### config.mk
export PLATFORM = sky130hd
export DESIGN_NAME = bgr_ycbcr_color_convert
export DESIGN_NICKNAME = d
export VERILOG_FILES = /design/src/hdl/bgrc_pkg.sv /design/src/hdl/bgrc_channel.sv /design/src/hdl/bgr_ycbcr_color_convert.sv
export SDC_FILE = /design/constraint.sdc
export NUM_CORES = 2
export LEC_CHECK = 0
export BUFFER_PORTS_ARGS = -buffer_cell sky130_fd_sc_hd__clkbuf_2
export CAP_MARGIN = 20
export CORE_ASPECT_RATIO = 2
export CORE_UTILIZATION = 40
export CTS_BUF_LIST = sky130_fd_sc_hd__clkbuf_16
export CTS_CLUSTER_SIZE = 16
export DETAILED_ROUTE_END_ITERATION = 16
export GPL_ROUTABILITY_DRIVEN = 0
export HOLD_SLACK_MARGIN = 0.1
export MAX_ROUTING_LAYER = met4
export PLACE_DENSITY_LB_ADDON = 0.05
export SLEW_MARGIN = 20
export SYNTH_ARGS = -nofsm -noshare
export SYNTH_HDL_FRONTEND = slang
export SYNTH_SLANG_ARGS = --single-unit
### constraint.sdc
create_clock -name clk -period 7.7 [get_ports clk]
set_input_delay 0 -clock clk [delete_from_list [all_inputs] [get_ports clk]]
set_output_delay 0 -clock clk [all_outputs]
set_load 0.03 [all_outputs]
### src/hdl/bgrc_pkg.sv
`timescale 1ns / 1ps
`default_nettype none

package bgrc_pkg;

	// Fixed-point format of the coefficients.
	localparam int COEF_FRAC_BITS = 16;
	localparam int COEF_W = COEF_FRAC_BITS + 2;
	localparam int OP_W = 9;
	localparam int PROD_W = COEF_W + OP_W;
	localparam int SUM_W = PROD_W + 2;
	localparam int QUO_W = SUM_W - COEF_FRAC_BITS;
	localparam int NTERM = 3;
	localparam int NCHAN = 3;

	typedef enum logic {
		DIR_FWD = 1'b0,
		DIR_INV = 1'b1
	} dir_t;

	typedef logic signed [OP_W-1:0] op_t;
	typedef logic signed [COEF_W-1:0] coef_t;

	// Per-stage advance enables handed from the top level to each channel.
	typedef struct packed {
		logic s2;
		logic s3;
		logic s4;
	} pipe_en_t;

	// Coefficient in thousandths, rounded to nearest with ties up, sign applied.
	function automatic coef_t qc(input int unsigned milli, input logic neg);
		longint unsigned mag;
		mag = ((longint'(milli) << COEF_FRAC_BITS) + 64'd500) / 64'd1000;
		if (neg) begin
			return -coef_t'(mag);
		end
		return coef_t'(mag);
	endfunction

	// Weights by direction, output channel and operand.
	// Forward operands: R, G, B. Inverse operands: Cr - 128, Cb - 128, Y.
	localparam coef_t COEF_TAB [2][NCHAN][NTERM] = '{
		'{
			'{qc(299, 1'b0), qc(587, 1'b0), qc(114, 1'b0)},
			'{qc(169, 1'b1), qc(331, 1'b1), qc(500, 1'b0)},
			'{qc(500, 1'b0), qc(419, 1'b1), qc(81, 1'b1)}
		},
		'{
			'{qc(0, 1'b0), qc(1772, 1'b0), qc(1000, 1'b0)},
			'{qc(714, 1'b1), qc(344, 1'b1), qc(1000, 1'b0)},
			'{qc(1402, 1'b0), qc(0, 1'b0), qc(1000, 1'b0)}
		}
	};

	// Chroma outputs of the forward transform get 128 added after truncation.
	localparam logic ADD_HALF_TAB [2][NCHAN] = '{
		'{1'b0, 1'b1, 1'b1},
		'{1'b0, 1'b0, 1'b0}
	};

endpackage

`default_nettype wire

### src/hdl/bgrc_channel.sv
`timescale 1ns / 1ps
`default_nettype none

module bgrc_channel (
	input  logic                clk,
	input  bgrc_pkg::pipe_en_t  en,
	input  bgrc_pkg::op_t       op_s1 [bgrc_pkg::NTERM],
	input  bgrc_pkg::coef_t     coef_s1 [bgrc_pkg::NTERM],
	input  logic                add_half_s1,
	output logic [7:0]          pix_s4
);
	import bgrc_pkg::*;

	localparam logic signed [SUM_W-1:0] TRUNC_BIAS =
		SUM_W'((longint'(1) << COEF_FRAC_BITS) - 1);
	localparam logic signed [QUO_W:0] HALF = (QUO_W + 1)'(128);
	localparam logic signed [QUO_W:0] PIX_MAX = (QUO_W + 1)'(255);

	logic signed [PROD_W-1:0] prod_s2 [NTERM];
	logic                     add_half_s2;
	logic signed [SUM_W-1:0]  sum_s3;
	logic                     add_half_s3;
	logic signed [SUM_W-1:0]  adj;
	logic signed [QUO_W-1:0]  quo;
	logic signed [QUO_W:0]    val;
	logic [7:0]               pix_nx;

	// Stage 2: one product per term.
	always_ff @(posedge clk) begin
		if (en.s2) begin
			for (int j = 0; j < NTERM; j++) begin
				prod_s2[j] <= op_s1[j] * coef_s1[j];
			end
			add_half_s2 <= add_half_s1;
		end
	end

	// Stage 3: signed sum of the three terms.
	always_ff @(posedge clk) begin
		if (en.s3) begin
			sum_s3 <= SUM_W'(prod_s2[0]) + SUM_W'(prod_s2[1]) + SUM_W'(prod_s2[2]);
			add_half_s3 <= add_half_s2;
		end
	end

	// Truncate toward zero, add the chroma offset and clip to 0..255.
	always_comb begin
		adj = sum_s3[SUM_W-1] ? sum_s3 + TRUNC_BIAS : sum_s3;
		quo = adj[SUM_W-1:COEF_FRAC_BITS];
		val = {quo[QUO_W-1], quo} + (add_half_s3 ? HALF : '0);
		if (val[QUO_W]) begin
			pix_nx = 8'd0;
		end else if (val > PIX_MAX) begin
			pix_nx = 8'd255;
		end else begin
			pix_nx = val[7:0];
		end
	end

	// Stage 4: output register.
	always_ff @(posedge clk) begin
		if (en.s4) begin
			pix_s4 <= pix_nx;
		end
	end

endmodule

`default_nettype wire

### src/hdl/bgr_ycbcr_color_convert.sv
`timescale 1ns / 1ps
`default_nettype none

// Pixel converter between BGR and full-range YCbCr with BT.601 weights.
// Input beat: comp_a, comp_b, comp_c (B, G, R forward; Y, Cb, Cr inverse),
// taken when in_valid is high and in_stall is low.
// Output beat: out_a, out_b, out_c (Y, Cb, Cr forward; B, G, R inverse),
// taken by the receiver when out_valid is high and out_stall is low.
// cfg_we with cfg_wdata selects the direction: 0 forward, 1 inverse.
// Change it only while no beat is in flight.
// An accepted input beat reaches out_valid through four register stages:
// operand select, multiply, sum, truncate and clip. Throughput is one
// pixel per cycle while the receiver does not stall; the multiply stage
// holds nine multipliers, one per product of a pixel.
// Reset clears the valid bit of every stage and sets the direction to forward.
// When the receiver stalls, the output beat holds, empty stages behind it
// keep filling, and in_stall rises once all four stages are occupied.
module bgr_ycbcr_color_convert (
	input  logic       clk,
	input  logic       arst_n,
	input  logic       cfg_we,
	input  logic       cfg_wdata,
	input  logic       in_valid,
	output logic       in_stall,
	input  logic [7:0] comp_a,
	input  logic [7:0] comp_b,
	input  logic [7:0] comp_c,
	output logic       out_valid,
	input  logic       out_stall,
	output logic [7:0] out_a,
	output logic [7:0] out_b,
	output logic [7:0] out_c
);
	import bgrc_pkg::*;

	localparam op_t HALF_OP = op_t'(128);

	dir_t     direction_q;
	dir_t     dir_s1;
	logic     v_s1, v_s2, v_s3, v_s4;
	logic     en_s1;
	pipe_en_t en;
	op_t      op_nx [NTERM];
	op_t      op_s1 [NTERM];
	logic [7:0] pix_s4 [NCHAN];

	// Direction register.
	always_ff @(posedge clk or negedge arst_n) begin
		if (!arst_n) begin
			direction_q <= DIR_FWD;
		end else if (cfg_we) begin
			direction_q <= dir_t'(cfg_wdata);
		end
	end

	// A stage advances when it is empty or the stage after it advances.
	always_comb begin
		en.s4 = !v_s4 || !out_stall;
		en.s3 = !v_s3 || en.s4;
		en.s2 = !v_s2 || en.s3;
		en_s1 = !v_s1 || en.s2;
	end

	assign in_stall = !en_s1;

	// Valid bits travel with the data.
	always_ff @(posedge clk or negedge arst_n) begin
		if (!arst_n) begin
			v_s1 <= 1'b0;
			v_s2 <= 1'b0;
			v_s3 <= 1'b0;
			v_s4 <= 1'b0;
		end else begin
			if (en_s1) begin
				v_s1 <= in_valid;
			end
			if (en.s2) begin
				v_s2 <= v_s1;
			end
			if (en.s3) begin
				v_s3 <= v_s2;
			end
			if (en.s4) begin
				v_s4 <= v_s3;
			end
		end
	end

	// Operand select: chroma inputs lose their 128 offset in the inverse case.
	always_comb begin
		op_nx[0] = op_t'({1'b0, comp_c});
		op_nx[1] = op_t'({1'b0, comp_b});
		op_nx[2] = op_t'({1'b0, comp_a});
		if (direction_q == DIR_INV) begin
			op_nx[0] = op_t'({1'b0, comp_c}) - HALF_OP;
			op_nx[1] = op_t'({1'b0, comp_b}) - HALF_OP;
		end
	end

	// Stage 1: operands and the direction that goes with them.
	always_ff @(posedge clk) begin
		if (en_s1) begin
			op_s1  <= op_nx;
			dir_s1 <= direction_q;
		end
	end

	// One multiply, sum and clip lane per output component.
	for (genvar ch = 0; ch < NCHAN; ch++) begin : g_chan
		bgrc_channel u_chan (
			.clk         (clk),
			.en          (en),
			.op_s1       (op_s1),
			.coef_s1     (COEF_TAB[dir_s1][ch]),
			.add_half_s1 (ADD_HALF_TAB[dir_s1][ch]),
			.pix_s4      (pix_s4[ch])
		);
	end

	assign out_valid = v_s4;
	assign out_a     = pix_s4[0];
	assign out_b     = pix_s4[1];
	assign out_c     = pix_s4[2];

endmodule

`default_nettype wire

==> summary.md <==
| Metric | Value |
|---|---|
| Outcome | `completed` |
| Area of the mapped netlist | `40900 um2` |
| CTS max path bufs | `3` |
| Rel. slew slack | `roughly 32%` |
| # setup viols final | `0` |
| Worst-path clk slew | `60 ps` |
| Req. time, crit path | `8050 ps` |
| Slew at the pin closest to its max-slew limit | `just over 1000 ps` |
| Commonest non-fill, non-tap cells in the layout | `ha_1, inv_1, fa_1` |
| Die Y | `454 um` |
| Initial antenna violation count | `1` |
| Crit path kind | `reg -> reg` |
| Minimum clock period | `roughly 6800 ps` |
| Post-synth cell types | `74` |
| Fraction of layout cells with a size suffix above 1 | `under 10%` |
| Ports | `56` |
| Clock Latency Late Sink | `600 ps` |
| Post-Synth Adder-Cell Area | `45.1%` |
| First-pass GRT wire length | `178 mm` |
| Max Clock Freq | `148 MHz` |
| Most common cell after layout, fill and taps aside | `ha_1` |
| Cts bufs inserted | `40` |
| # port buffers | `55` |
| Final net count | `5097` |
| Crit. End Element | `register` |
| Period Utilization, post-route | `87.7%` |
| Avg Cell Area, Syn | `around 11 um2` |
| Via Count | `26500` |
| CTS tree | `yes` |
| YS warnings | `0` |
| FF/Latch Area | `10700 um2` |
| TritonRoute pass-1 iters | `5` |
| Setup_tns | `0 ps` |
| Crit-path max FO | `14` |
| Largest family of logic cells by synthesized area | `adder cells` |
| Sequential area share after synthesis | `26.2%` |
| Pin count of the biggest net entering global routing | `145` |
| Total congestion overflow | `0` |
| Final Hold Fails | `0` |
| Hold WC Path Type | `in -> reg` |
| Vias in the first global route | `29400` |
| CTS Sinks | `358` |
| Worst Path Arrival | `slightly above 7000 ps` |
| Area Growth Syn to Fin | `9.88%` |
| Clock Skews | `30.4 ps` |
| Compound-gate portion of the synthesized area | `9.18%` |
| Wire per inst | `22.2 um` |
| CTS Root Cell | `clkbuf_16` |
| Post-synth top flop | `edfxtp_1` |
| Reg2reg path depth | `19` |
| Post-synthesis async set-or-reset flop share | `1.40%` |
| Setup crit start kind | `register` |
| Fillcell total | `9762` |
| Synthesized instance count | `3704` |
| Final Slew Violations | `0` |
| Post-Synth Simple-Gate Area | `under 10%` |
| Count of flip-flops with a built-in enable after synthesis | `353` |
| Mux share of post-synthesis cell area | `0.0275%` |
| Routed WL | `between 100 and 150 mm` |
| Hold Path Cell Cnt | `3` |
| # DRC | `0` |
| Std-Cell Rows | `165` |
| Initial DRC Count | `995` |
| Post-DR vias/cell | `roughly 5.0` |
| Die Wd | `228 um` |
| Synth Register Bits | `358` |
| XOR/XNOR Fraction of Synth Area | `between 5 and 6%` |
| RSZ-0062 raised after global routing | `false` |
| GRT Total Usage | `24.0%` |
| Max-Cap Viols | `0` |
| Die Footprint | `104000 um2` |
| Footprint of the multi-input gates | `27600 um2` |
| Antenna-violating nets left | `0` |
| Htree depth | `2` |
| Initial core utilization | `40.4%` |
| Post-DP HPWL | `101 mm` |
| Core ar. | `101000 um2` |
metal layers:
metal | GRT usage (%) | routed length (um) | up-vias
li1 | - | - | 12800
met1 | 22.4 | 39900 | 13100
met2 | 48.3 | 68300 | 334
met3 | 1.82 | 2090 | 187
met4 | 11.8 | 6430 | 0
met5 | - | 0 | -
worst paths after layout:
| check | to | from | slack [ps] |
|---|---|---|---|
| worst min register to register | g_chan[2].u_chan.sum_s3[0] | g_chan[2].u_chan.prod_s2[0][0] | 420 |
| worst max register to register | g_chan[2].u_chan.prod_s2[0][53] | dir_s1 | 950 |
| max in group asynchronous | v_s1 | arst_n | 7220 |
| worst min-delay path | v_s1 | in_valid | 140 |
| min in group asynchronous | direction_q | arst_n | 290 |
| worst max-delay path | g_chan[2].u_chan.prod_s2[0][53] | dir_s1 | 950 |
critical path: stages, from the launching register on:
cell       delay, ps
edfxtp_1         380
inv_1            460
buf_4            340
nand2_1          310
fa_1             640
inv_1            190
ha_1             420
ha_1             340
fa_1             500
fa_1             430
ha_1             280
a21oi_1          140
o21ai_1          120
a2111o_1         470
a221oi_1         360
o21ai_0          210
o41ai_2          410
o2111ai_1        190
a21oi_1          190
xnor2_1           70
cell usage after synthesis (35+ instances only):
master | n | area share, %
o21a_1 | 48 | 0.88
fa_1 | 487 | 24
nor3_1 | 35 | 0.43
xnor2_1 | 204 | 4.4
edfxtp_1 | 353 | 26
a21oi_1 | 190 | 2.3
ha_1 | 694 | 21
nand2b_1 | 42 | 0.64
nor2_1 | 181 | 1.7
xor2_1 | 73 | 1.6
nand2_1 | 143 | 1.3
nand3_1 | 42 | 0.51
a21o_1 | 66 | 1.2
inv_1 | 679 | 6.2
o21ai_0 | 100 | 1.2
registers in the layout, summed over array words and instances (netlist names):
signal,count
dir_s1,1
direction_q,1
g_chan.u_chan.add_half_s2,1
g_chan.u_chan.add_half_s3,1
g_chan.u_chan.pix_s4,24
g_chan.u_chan.prod_s2,214
g_chan.u_chan.sum_s3,86
op_s1,26
out_valid,1
v_s1,1
v_s2,1
v_s3,1
repair_timing:
item,CTS,global route
setup buffers,0,0
hold buffers,48,0
endpoints found under the hold margin,47,0
resized for setup,0,0
logic make-up after synthesis:
kind of cell | Yosys count
DFF | 358
other | 2
muxes | 1
xor gates and xnor gates | 277
buffers and inverters | 714
AOI/OAI and AO/OA | 579
adders and majority gates | 1182
and+or+nand+nor | 591
area by class of cell:
cell class	instances	share of cell area, %
Clock buffer	40	2.23
Inverter	680	5.69
Tap cell	1336	3.72
Antenna cell	1	0.00557
Multi-Input combinational cell	2662	61.4
Sequential cell	358	23.9
Timing Repair Buffer	144	2.39
Clock inverter	28	0.657
per-stage QoR:
stage / setup WS (ps) / hold slack (ps) / utilization, % / cells / cell area [um2]
6_report: 948 / 138 / 44.4 / 5249 / 44900
5_1_grt: 526 / 131 / 44.4 / 5249 / 44900
4_1_cts: 883 / 108 / 44.4 / 5248 / 44900
3_5_place_dp: 891 / -177 / 42.7 / 5132 / 43200
3_3_place_gp: 948 / -179 / 42.7 / 5132 / 43200
2_1_floorplan: 1350 / -296 / - / 3734 / 41000
Power is left out: the tool's default activity adds up to more than one toggle a clock period on the data nets, which glitch-free logic cannot reach.
